### src/rtl/trwo_pkg.sv
// Package: shared constants, types and codes of the wavetable oscillator.
package trwo_pkg;

   localparam int unsigned SEGMENTS_DEF = 12;
   localparam logic [31:0] PHASE_STEP_RST = 32'd78738343;
   localparam logic [14:0] AMPLITUDE_RST = 15'd16384;
   localparam logic [10:0] STEP_COUNT_RST = 11'd1;

   localparam logic [1:0] OP_TICK = 2'd0;
   localparam logic [1:0] OP_TOUCH = 2'd1;
   localparam logic [1:0] OP_RELEASE = 2'd2;

   localparam logic [1:0] ST_SAMPLE = 2'd0;
   localparam logic [1:0] ST_ABSORBED = 2'd1;
   localparam logic [1:0] ST_RECORDED = 2'd2;
   localparam logic [1:0] ST_MISFIRE = 2'd3;

   localparam logic [1:0] CSR_PHASE_STEP = 2'd0;
   localparam logic [1:0] CSR_AMPLITUDE = 2'd1;
   localparam logic [1:0] CSR_STEP_COUNT = 2'd2;

   typedef enum logic [3:0] {
      S_IDLE,
      S_TICK_MUL,
      S_TICK_K,
      S_TICK_PROD,
      S_TICK_DIV,
      S_TICK_AMP,
      S_MAX,
      S_ENTRY,
      S_ENTRY_DIV,
      S_ENTRY_WR,
      S_OUT
   } state_type;

   // Request to the shared divider.
   typedef struct packed {
      logic        start;
      logic [47:0] dividend;
      logic [31:0] divisor;
   } div_req_type;

   typedef struct packed {
      logic        done;
      logic [47:0] quotient;
   } div_rsp_type;

endpackage

### src/rtl/trwo_divider.sv
// Shared unsigned restoring divider, one quotient bit per cycle.
module trwo_divider (
   input  logic                 clock,
   input  logic                 reset,
   input  trwo_pkg::div_req_type req,
   output trwo_pkg::div_rsp_type rsp
);
   import trwo_pkg::*;

   logic [47:0] quo_ff, quo_in;
   logic [32:0] rem_ff, rem_in;
   logic [31:0] dvs_ff, dvs_in;
   logic [5:0]  cnt_ff, cnt_in;
   logic        busy_ff, busy_in;
   logic        done_ff, done_in;
   logic [32:0] trial;

   always_comb begin
      quo_in = quo_ff;
      rem_in = rem_ff;
      dvs_in = dvs_ff;
      cnt_in = cnt_ff;
      busy_in = busy_ff;
      done_in = 1'b0;
      trial = {rem_ff[31:0], quo_ff[47]};
      if (req.start) begin
         quo_in = req.dividend;
         rem_in = '0;
         dvs_in = req.divisor;
         cnt_in = 6'd48;
         busy_in = 1'b1;
      end else if (busy_ff) begin
         if (trial >= {1'b0, dvs_ff}) begin
            rem_in = trial - {1'b0, dvs_ff};
            quo_in = {quo_ff[46:0], 1'b1};
         end else begin
            rem_in = trial;
            quo_in = {quo_ff[46:0], 1'b0};
         end
         cnt_in = cnt_ff - 6'd1;
         if (cnt_ff == 6'd1) begin
            busy_in = 1'b0;
            done_in = 1'b1;
         end
      end
   end

   always_ff @(posedge clock) begin
      if (reset) begin
         busy_ff <= 1'b0;
         done_ff <= 1'b0;
         cnt_ff <= '0;
      end else begin
         busy_ff <= busy_in;
         done_ff <= done_in;
         cnt_ff <= cnt_in;
      end
      quo_ff <= quo_in;
      rem_ff <= rem_in;
      dvs_ff <= dvs_in;
   end

   assign rsp.done = done_ff;
   assign rsp.quotient = quo_ff;
endmodule

### src/rtl/touch_recorded_wavetable_oscillator.sv
// Top level: touch-recorded wavetable oscillator with sequencer and shared divider.
// A sample tick is dominated by one pass of the divider.
// A final release scans every pad for the longest hold and then, unless nothing was
// held, walks every entry through the divider.
// One item is in flight at a time; req_stall is high until its result beat leaves.
// Synchronous reset clears control state, the start times, table and phase at once.
module touch_recorded_wavetable_oscillator #(
   parameter int unsigned SEGMENTS = trwo_pkg::SEGMENTS_DEF
) (
   input  logic               clock,
   input  logic               reset,
   input  logic               req_valid,
   output logic               req_stall,
   input  logic [1:0]         req_opcode,
   input  logic [3:0]         req_pad,
   input  logic [31:0]        req_time_ms,
   input  logic               req_any_touch,
   output logic               rsp_valid,
   input  logic               rsp_stall,
   output logic signed [15:0] rsp_sample,
   output logic [1:0]         rsp_status,
   input  logic               csr_write,
   input  logic [1:0]         csr_index,
   input  logic [31:0]        csr_data
);
   import trwo_pkg::*;

   localparam int unsigned IW = (SEGMENTS > 1) ? $clog2(SEGMENTS) : 1;
   localparam logic [IW-1:0] LAST_IDX = IW'(SEGMENTS - 1);

   state_type state_ff, state_in;

   logic [31:0] phase_step_ff;
   logic [14:0] amplitude_ff;
   logic [10:0] step_count_ff;

   logic        recording_ff, recording_in;
   logic [31:0] start_ff [SEGMENTS];
   logic signed [15:0] table_ff [SEGMENTS];
   logic [31:0] phase_ff, phase_in;

   logic [31:0] now_ff, now_in;
   logic [IW-1:0] idx_ff, idx_in;
   logic [31:0] max_ff, max_in;
   logic [31:0] fk_ff, fk_in;       // fraction, then k
   logic [10:0] s_ff, s_in;
   logic        neg_ff, neg_in;
   logic [47:0] mag_ff, mag_in;
   logic signed [16:0] v_ff, v_in;
   logic signed [15:0] smp_ff, smp_in;
   logic [1:0]  st_ff, st_in;
   logic        rsp_valid_ff, rsp_valid_in;
   logic        go_ff, go_in;

   div_req_type div_req;
   div_rsp_type div_rsp;

   logic [63:0] pos;
   logic [IW-1:0] tidx, nidx;
   logic [42:0] ks;
   logic signed [16:0] diff;
   logic [31:0] dur;
   logic signed [32:0] vamp;
   logic signed [32:0] vflr;
   logic signed [17:0] ent;
   logic        accept;
   logic        tbl_we;
   logic signed [15:0] tbl_wd;
   logic        clr_starts;
   logic        st_we;

   trwo_divider u_div (
      .clock(clock),
      .reset(reset),
      .req(div_req),
      .rsp(div_rsp)
   );

   assign accept = req_valid && !req_stall;
   // The result registers are shared with the sequencer, so a waiting beat holds the input.
   assign req_stall = (state_ff != S_IDLE) || rsp_valid_ff;
   assign rsp_valid = rsp_valid_ff;
   assign rsp_sample = smp_ff;
   assign rsp_status = st_ff;

   always_comb begin
      pos = 64'(phase_ff) * 64'(SEGMENTS);
      tidx = IW'(pos[63:32]);
      if (pos[63:32] >= 32'(SEGMENTS)) tidx = LAST_IDX;
      nidx = (idx_ff == LAST_IDX) ? '0 : idx_ff + IW'(1);
      ks = 43'(fk_ff) * 43'(s_ff);
      diff = 17'(table_ff[nidx]) - 17'(table_ff[idx_ff]);
      dur = (start_ff[idx_ff] == '0) ? '0 : now_ff - start_ff[idx_ff];
      vamp = 33'(v_ff) * $signed({18'd0, amplitude_ff});
      vflr = vamp >>> 15;
      ent = $signed({2'b00, div_rsp.quotient[15:0]}) - 18'sd32768;
      if (div_rsp.quotient[47:16] != '0) ent = 18'sd32767;
   end

   always_comb begin
      state_in = state_ff;
      recording_in = recording_ff;
      phase_in = phase_ff;
      now_in = now_ff;
      idx_in = idx_ff;
      max_in = max_ff;
      fk_in = fk_ff;
      s_in = s_ff;
      neg_in = neg_ff;
      mag_in = mag_ff;
      v_in = v_ff;
      smp_in = smp_ff;
      st_in = st_ff;
      rsp_valid_in = rsp_valid_ff;
      go_in = 1'b0;
      div_req = '0;
      tbl_we = 1'b0;
      tbl_wd = '0;
      clr_starts = 1'b0;
      st_we = 1'b0;
      if (rsp_valid_ff && !rsp_stall) rsp_valid_in = 1'b0;
      case (state_ff)
         S_IDLE: begin
            if (accept) begin
               now_in = req_time_ms;
               smp_in = '0;
               st_in = ST_ABSORBED;
               idx_in = '0;
               max_in = '0;
               case (req_opcode)
                  OP_TICK: state_in = S_TICK_MUL;
                  OP_TOUCH: begin
                     if (!recording_ff && req_any_touch) clr_starts = 1'b1;
                     st_we = 1'b1;
                     recording_in = req_any_touch;
                     state_in = S_OUT;
                  end
                  OP_RELEASE: begin
                     if (recording_ff && !req_any_touch) state_in = S_MAX;
                     else begin
                        recording_in = req_any_touch;
                        state_in = S_OUT;
                     end
                  end
                  default: state_in = S_OUT;
               endcase
            end
         end
         S_TICK_MUL: begin
            idx_in = tidx;
            fk_in = pos[31:0];
            s_in = (step_count_ff == '0) ? 11'd1 : step_count_ff;
            phase_in = phase_ff + phase_step_ff;
            state_in = S_TICK_K;
         end
         S_TICK_K: begin
            fk_in = 32'(ks[42:32]);
            state_in = S_TICK_PROD;
         end
         S_TICK_PROD: begin
            // k * |b - a|, divided by s, sign reapplied afterwards (truncation to zero).
            neg_in = diff[16];
            mag_in = 48'(fk_ff[10:0]) * 48'(diff[16] ? -diff : diff);
            go_in = 1'b1;
            state_in = S_TICK_DIV;
         end
         S_TICK_DIV: begin
            if (go_ff) begin
               div_req.start = 1'b1;
               div_req.dividend = mag_ff;
               div_req.divisor = 32'(s_ff);
            end
            if (div_rsp.done) begin
               v_in = 17'(table_ff[idx_ff]) + (neg_ff ? -$signed(div_rsp.quotient[16:0])
                                                      : $signed(div_rsp.quotient[16:0]));
               state_in = S_TICK_AMP;
            end
         end
         S_TICK_AMP: begin
            smp_in = 16'(vflr);
            st_in = ST_SAMPLE;
            state_in = S_OUT;
         end
         S_MAX: begin
            if (dur > max_ff) max_in = dur;
            idx_in = idx_ff + IW'(1);
            if (idx_ff == LAST_IDX) begin
               idx_in = '0;
               if (dur == '0 && max_ff == '0) begin
                  st_in = ST_MISFIRE;
                  state_in = S_OUT;
               end else state_in = S_ENTRY;
            end
         end
         S_ENTRY: begin
            div_req.start = 1'b1;
            div_req.dividend = {dur, 16'd0};
            div_req.divisor = max_ff;
            state_in = S_ENTRY_DIV;
         end
         S_ENTRY_DIV: begin
            if (div_rsp.done) begin
               tbl_we = 1'b1;
               tbl_wd = 16'(ent);
               state_in = S_ENTRY_WR;
            end
         end
         S_ENTRY_WR: begin
            idx_in = idx_ff + IW'(1);
            if (idx_ff == LAST_IDX) begin
               recording_in = 1'b0;
               st_in = ST_RECORDED;
               state_in = S_OUT;
            end else state_in = S_ENTRY;
         end
         S_OUT: begin
            if (!rsp_valid_ff || !rsp_stall) begin
               rsp_valid_in = 1'b1;
               state_in = S_IDLE;
            end
         end
         default: state_in = S_IDLE;
      endcase
   end

   always_ff @(posedge clock) begin
      if (reset) begin
         state_ff <= S_IDLE;
         rsp_valid_ff <= 1'b0;
         go_ff <= 1'b0;
         recording_ff <= 1'b0;
         phase_ff <= '0;
         phase_step_ff <= PHASE_STEP_RST;
         amplitude_ff <= AMPLITUDE_RST;
         step_count_ff <= STEP_COUNT_RST;
         for (int i = 0; i < SEGMENTS; i++) begin
            start_ff[i] <= '0;
            table_ff[i] <= '0;
         end
      end else begin
         state_ff <= state_in;
         rsp_valid_ff <= rsp_valid_in;
         go_ff <= go_in;
         recording_ff <= recording_in;
         phase_ff <= phase_in;
         if (csr_write) begin
            case (csr_index)
               CSR_PHASE_STEP: phase_step_ff <= csr_data;
               CSR_AMPLITUDE: amplitude_ff <= csr_data[14:0];
               CSR_STEP_COUNT: step_count_ff <= csr_data[10:0];
               default: ;
            endcase
         end
         for (int i = 0; i < SEGMENTS; i++) begin
            if (st_we && 32'(req_pad) == 32'(i)) start_ff[i] <= req_time_ms;
            else if (clr_starts) start_ff[i] <= '0;
         end
         if (tbl_we) table_ff[idx_ff] <= tbl_wd;
      end
      now_ff <= now_in;
      idx_ff <= idx_in;
      max_ff <= max_in;
      fk_ff <= fk_in;
      s_ff <= s_in;
      neg_ff <= neg_in;
      mag_ff <= mag_in;
      v_ff <= v_in;
      smp_ff <= smp_in;
      st_ff <= st_in;
   end

   a_busy_no_accept: assert property (@(posedge clock) disable iff (reset)
      (state_ff != S_IDLE) |-> req_stall)
      else $error("item accepted while busy");
   a_tick_status: assert property (@(posedge clock) disable iff (reset)
      (rsp_valid && rsp_status != ST_SAMPLE) |-> (rsp_sample == '0))
      else $error("non-zero sample on event result");
   a_record_clears: assert property (@(posedge clock) disable iff (reset)
      (state_ff == S_ENTRY_WR && idx_ff == LAST_IDX) |=> !recording_ff)
      else $error("recording not left after table write");
   a_rsp_hold: assert property (@(posedge clock) disable iff (reset)
      (rsp_valid && rsp_stall) |=> rsp_valid && $stable(rsp_status))
      else $error("stalled result changed");
endmodule

### config.mk
export PLATFORM = sky130hd
export DESIGN_NAME = touch_recorded_wavetable_oscillator
export DESIGN_NICKNAME = d
export VERILOG_FILES = /design/src/rtl/trwo_pkg.sv /design/src/rtl/trwo_divider.sv /design/src/rtl/touch_recorded_wavetable_oscillator.sv
export SDC_FILE = /design/constraint.sdc
export NUM_CORES = 2
export LEC_CHECK = 0
export BUFFER_PORTS_ARGS = -buffer_cell sky130_fd_sc_hd__buf_2
export CAP_MARGIN = 20
export CELL_PAD_IN_SITES_DETAIL_PLACEMENT = 1
export CELL_PAD_IN_SITES_GLOBAL_PLACEMENT = 2
export CORE_UTILIZATION = 49
export CTS_BUF_LIST = sky130_fd_sc_hd__clkbuf_4
export CTS_CLUSTER_SIZE = 28
export DETAILED_ROUTE_END_ITERATION = 6
export GPL_ROUTABILITY_DRIVEN = 0
export PLACE_DENSITY = 0.87
export SLEW_MARGIN = 20
export SYNTH_ARGS = -nofsm -noshare
export SYNTH_HDL_FRONTEND = slang
export SYNTH_SLANG_ARGS = --single-unit
### constraint.sdc
create_clock -name clock -period 26.2 [get_ports clock]
set_clock_uncertainty 0.05 [all_clocks]
set_input_delay 1.31 -clock clock [delete_from_list [all_inputs] [get_ports clock]]
set_output_delay 1.31 -clock clock [all_outputs]
set_load 0.005 [all_outputs]
; Word level (Yosys, flattened, before mapping)
; Memories as Yosys holds them, arrays and structs flattened. A register that Yosys moved wholly into a read port is not among the register bits.
; Cells that the tools add are included.
; Widths: inputs -> output; s select.
[op_classes]
mul = 4
bitwise = 25
mux = 168
add_sub_neg = 10
order_cmp = 3
n_eq_ne = 37
n_reduce_logical = 55
[op_table]
columns = operator, count
row1 = $mux 32, 28
row2 = $pmux 81 s2, 1
row3 = $mux 48, 3
row4 = $pmux 32 s2, 2
row5 = $mux 1, 100
row6 = $logic_not 32->1, 3
row7 = $mux 81, 1
row8 = $mux 16, 5
row9 = $sub 32x32->32, 2
row10 = $mux 4, 14
row11 = $mul 11x48->48, 1
row12 = $neg 17->48, 1
row13 = $pmux 4 s11, 1
row14 = $mul 32x11->43, 1
row15 = $mul 32x2->34 const B, 1
row16 = $ge 33x32->1, 1
row17 = $add 32x32->32, 1
row18 = $eq 4x3->1 const B, 8
row19 = $eq 4x4->1 const B, 8
row20 = $gt 32x32->1, 1
row21 = $pmux 16 s2, 1
row22 = $reduce_bool 32->1, 1
row23 = $mul 17x16->31, 1
row24 = $or 1x1->1, 24
row25 = other kinds (38), 92
[totals]
word_cells = 329
ff_bits = 412
output_inout_bits = 20
mem_count = 2
ram_bits = 576
[mem_list]
columns = name, words, width, rd, rd_clocked_by_memory_dff, write_ports, line
row1 = start_ff, 12, 32, 1, 1, 12, touch_recorded_wavetable_oscillator.sv:38  ; logic [31:0] start_ff [SEGMENTS];
row2 = table_ff, 12, 16, 2, 1, 12, touch_recorded_wavetable_oscillator.sv:39  ; logic signed [15:0] table_ff [SEGMENTS];

; Longest topological paths before layout
[logic_depth]
ltp_word = 12
depth_mapped = 47

; Cells and area by module
; Synthesis repeated with hierarchy kept, for this count alone.
[unflattened]
hier_cells = 7887
hier_area_um2 = 85793.5
[by_module_without_submodules]
columns = module, seq_area_each_um2, area_each_um2, n_inst, cells_each
row1 = touch_recorded_wavetable_oscillator, 27096.0, 79267.3, 1, 7273
row2 = trwo_divider, 3203.1, 6526.3, 1, 614

; Worst setup path after synthesis
; No wires, ideal clock.
[synth_path]
kind = register to register
from = register (tool-made name)
to = register mag_ff[26], data pin
path_buffers = 6
arrival_ns = 10.646
synth_period_minus_slack_ns = 10.955
setup_slack_ns = 15.245
setup_time_ns = 0.259
stages_incl_launch_ff = 42
path_cell_list = dfxtp_1 clkbuf_1 clkbuf_1 buf_1 clkbuf_1 clkbuf_1 mux4_2 mux4_2 ha_1 fa_1 nor2b_1 o21ai_0 a21boi_1 nor2_1 or3_1 a221oi_1 o2111ai_1 nor4_2 [6 not listed] inv_1 fa_1 inv_1 fa_1 fa_1 inv_1 ha_1 a21o_1 a21o_1 a21oi_1 nor2_1 or2_2 nand3_1 nand2_1 a21oi_1 o21ai_0 a21oi_1 xnor2_1
[synth_lines]
columns = item, line
row1 = to (signal assigned), touch_recorded_wavetable_oscillator.sv:266  ; mag_ff <= mag_in;
row2 = to (decl), touch_recorded_wavetable_oscillator.sv:48  ; logic [47:0] mag_ff, mag_in;

; Worst setup path in the final report
[layout_path]
from = register idx_ff[0]
to = register mag_ff[27], data pin
[layout_via]
elab_chain_len = 7
elab_cells_between_ends = 8
[layout_rtl]
columns = item, line
row1 = from (decl), touch_recorded_wavetable_oscillator.sv:43  ; logic [IW-1:0] idx_ff, idx_in;
row2 = from (signal assigned), touch_recorded_wavetable_oscillator.sv:261  ; idx_ff <= idx_in;
row3 = $add 4x1->4 / $eq 4x4->1 (equally long branches), touch_recorded_wavetable_oscillator.sv:90  ; nidx = (idx_ff == LAST_IDX) ? '0 : idx_ff + IW'(1);
row4 = $mux 4 *, touch_recorded_wavetable_oscillator.sv:90
row5 = $mem_v2 12x16 *, n/a
row6 = $sub 16x16->17 *, touch_recorded_wavetable_oscillator.sv:92  ; diff = 17'(table_ff[nidx]) - 17'(table_ff[idx_ff]);
row7 = $neg 17->48, touch_recorded_wavetable_oscillator.sv:163  ; mag_in = 48'(fk_ff[10:0]) * 48'(diff[16] ? -diff : diff);
row8 = $mux 48 *, touch_recorded_wavetable_oscillator.sv:163
row9 = $mul 11x48->48 *, touch_recorded_wavetable_oscillator.sv:163
; Mark *: on every way between the ends. The rest lies on a longest branch, timed or not.
; A chain may end at the register's enable or synchronous reset.

==> results.md <==
- Worst setup slack before clock tree synthesis: 13.13 ns
- Max Freq: 76.2 MHz
- Gates resized, CTS repair: 0
- Global Route Usage Sum: 29.7%
- Number of antenna violations at the first check in global routing: 13
- Count of H-tree levels built during CTS: 5
- Clock tree root buffer cell: clkbuf_4
- P&R area growth vs syn: 8.65%
- Post-synth EDFFs: 915
- Number of core rows: 152
- Maximum clock insertion buffer count: 4
- Synthesis-stage register bit count: 1056
- Setup repair after global routing missed its margin: no
- Top Ports: 98
- Flip-flop and latch area: 30300 sq um
- Max-slew violation total from the final report: 0
- Count of port buffers added during placement: 97
- Via count of the first global-routing pass: 68700
- Number of DRC violations after detailed-routing iteration 0: 4195
- Area occupied by multi-input gates: 51300 sq um
- Dominant register cell in the synthesized netlist: edfxtp_1
- Die span in x: 420 um
- Count of unique library cells instantiated by Yosys: 84
- Wirelength, routed: 256 mm
- Antenna-violating nets left: 0
- TritonCTS buffer count: 301
- Starting Density: 49.6%
- Residual DRC: 0
- Wire per inst: 23.6 um
- Number of filler cells placed in the layout: 18800
- Worst slew pin tran: 1.16 ns
- Area fraction of the dominant cell type after synthesis: 32.1%
- CP Class: reg -> reg
- Data arrival time of the worst path: 14.10 ns
- Vertical die dimension: 420 um
- Remaining global-route overflow: 0
- Setup repair bufs after CTS: 0
- # Max-Cap Violations: 0
- Largest area contributor in the netlist: edfxtp_1
- Smallest setup slack after layout: 13.08 ns
- Avg Cell Area, Syn: 10.7 sq um
- Core outline area: 172000 sq um
- Vias/cell: 5.74
- Largest cells by area after synthesis: edfxtp_1 32%, fa_1 21%, ha_1 6.2%
- Ratio of cells with drive above 1 in the final layout: 11.1%
- Most numerous cell in the Yosys netlist: inv_1
- Final setup vio count: 0
- Via count of the routed design: 62200
- Critical Path End Type: flop
- Critical path's largest stage delay: 0.92 ns
- Sinks on the clock net: 1056
- Final period demand of the worst path: 13.12 ns
- Net count reported at finish: 9715
- Number of cells on the worst reg-to-reg path: 39
- Number of buffers inserted by hold repair at cts: 0
- Proportion of synthesized flip-flops having asynchronous set or reset: 0%
- Required time at the endpoint of the critical path: 27.18 ns
- Largest net degree at the start of global routing: 87
- First-pass GRT wire length: 399 mm
- Synthesis Warnings: 0
- Largest driver fanout on the critical path: 80
- Hold Path Class: in -> reg
- Mapped cell area: 85600 sq um
- Placed wire-length estimate after detailed placement: 181 mm
- CTS tree: done
- Die area: 176000 sq um
- Status: finished, final reports clean
- Insertion delay of the later-clocked pin in the worst-skew pair: 1.33 ns
- Clock transition time at the flip-flop clock pins of the worst setup and hold paths: 0.07 ns
- Number of instances on the worst hold path: 3
- Cell mode on critical path: fa_1
- Seq/Total Area, Yosys: 35.4%
- Mapped Cells: 7991
- Share of the cycle needed by the critical path after routing: 50.1%
- Leading post-synthesis cells by instance count: 928 x inv_1, 915 x edfxtp_1, 898 x nand2_1
- Slew HR: 22.6%
- CP max-delay cell: nor4b_2
- Nature of the critical path startpoint: flop
- Final hold violation count: 0
- 1st-pass router iterations: 5
- Fin Setup TNS: 0 ns
[registers in the layout (all words and copies together), names as in the netlist, 4 cells and up, named ones only]
signal         cells
amplitude_ff      15
fk_ff             32
idx_ff             4
mag_ff            48
max_ff            32
now_ff            32
phase_ff          32
phase_step_ff     32
rsp_sample        16
s_ff              11
start_ff         384
state_ff           4
step_count_ff     11
table_ff         256
u_div.cnt_ff       6
u_div.dvs_ff      32
u_div.quo_ff      48
u_div.rem_ff      32
v_ff              17
[cell families after synthesis]
family,share of synthesized area [%]
other,0.00878
buffers and inverters,6.12
xor gates and xnor gates,2.47
and+or+nand+nor,14.8
muxes,5.89
AOI/OAI and AO/OA,8.52
DFF,35.4
adders and majority gates,26.8
[placed cells by master (no fill, tap or decap), drive strengths merged, types with 192 or more instances in the layout]
| cell type | n |
|---|---|
| and2 | 661 |
| o21ai | 247 |
| a21oi | 362 |
| fa | 883 |
| conb | 275 |
| clkbuf | 417 |
| buf | 218 |
| ha | 421 |
| inv | 933 |
| nor2 | 508 |
| mux4 | 192 |
| edfxtp | 915 |
| nand2 | 898 |
[layout make-up]
class                      count  area share (%)
multi-input combinational   5825            55.2
sequential                  1056            32.6
inverter                     931            3.76
clock buffer                 417            3.37
tap                         2310            3.11
timing repair buffer         218            1.55
clock inverter                69           0.384
antenna                       10          0.0269
[critical path, delay by kind of cell, from the launching register on]
kind,cells,cell delay (ns)
and+or+nand+nor,13,3.91
AOI/OAI and AO/OA,13,3.13
buffers and inverters,3,1.07
adders and majority gates,9,4.14
DFF,1,0.33
xor gates and xnor gates,1,0.14
[per-stage QoR]
stage | std cells | hold slack (ns) | area, sq um | util (%)
6_report | 10800 | 0.253 | 93000 | 53.9
5_1_grt | 10800 | 0.160 | 93000 | 53.9
4_1_cts | 10800 | 0.150 | 92900 | 53.9
3_5_place_dp | 10300 | 0.413 | 89400 | 51.8
3_3_place_gp | 10300 | 0.407 | 89400 | 51.8
2_1_floorplan | 8264 | 0.391 | 86600 | -
[routing by layer]
| metal | global-route usage [%] | vias up | share of wire, % |
|---|---|---|---|
| met5 | 0 | - | 0.030 |
| met2 | 51.7 | 1981 | 50 |
| li1 | - | 27400 | - |
| met3 | 4.07 | 549 | 5.5 |
| met4 | 11.6 | 10 | 4.0 |
| met1 | 37.2 | 32200 | 40 |
[final timing paths]
path | from | endpoint | slack [ns]
worst min register to register | phase_step_ff[4]$_SDFFE_PP0P_ | phase_step_ff[4]$_SDFFE_PP0P_ | 0.42
worst min-delay path | csr_data[16] | phase_step_ff[16]$_SDFFE_PP1P_ | 0.25
worst max-delay path | idx_ff[0]$_DFFE_PP_ | mag_ff[27]$_DFFE_PP_ | 13.08
worst max register to register | idx_ff[0]$_DFFE_PP_ | mag_ff[27]$_DFFE_PP_ | 13.08
Power is left out: the tool's default activity adds up to more than one toggle a clock period on the data nets, which glitch-free logic cannot reach.
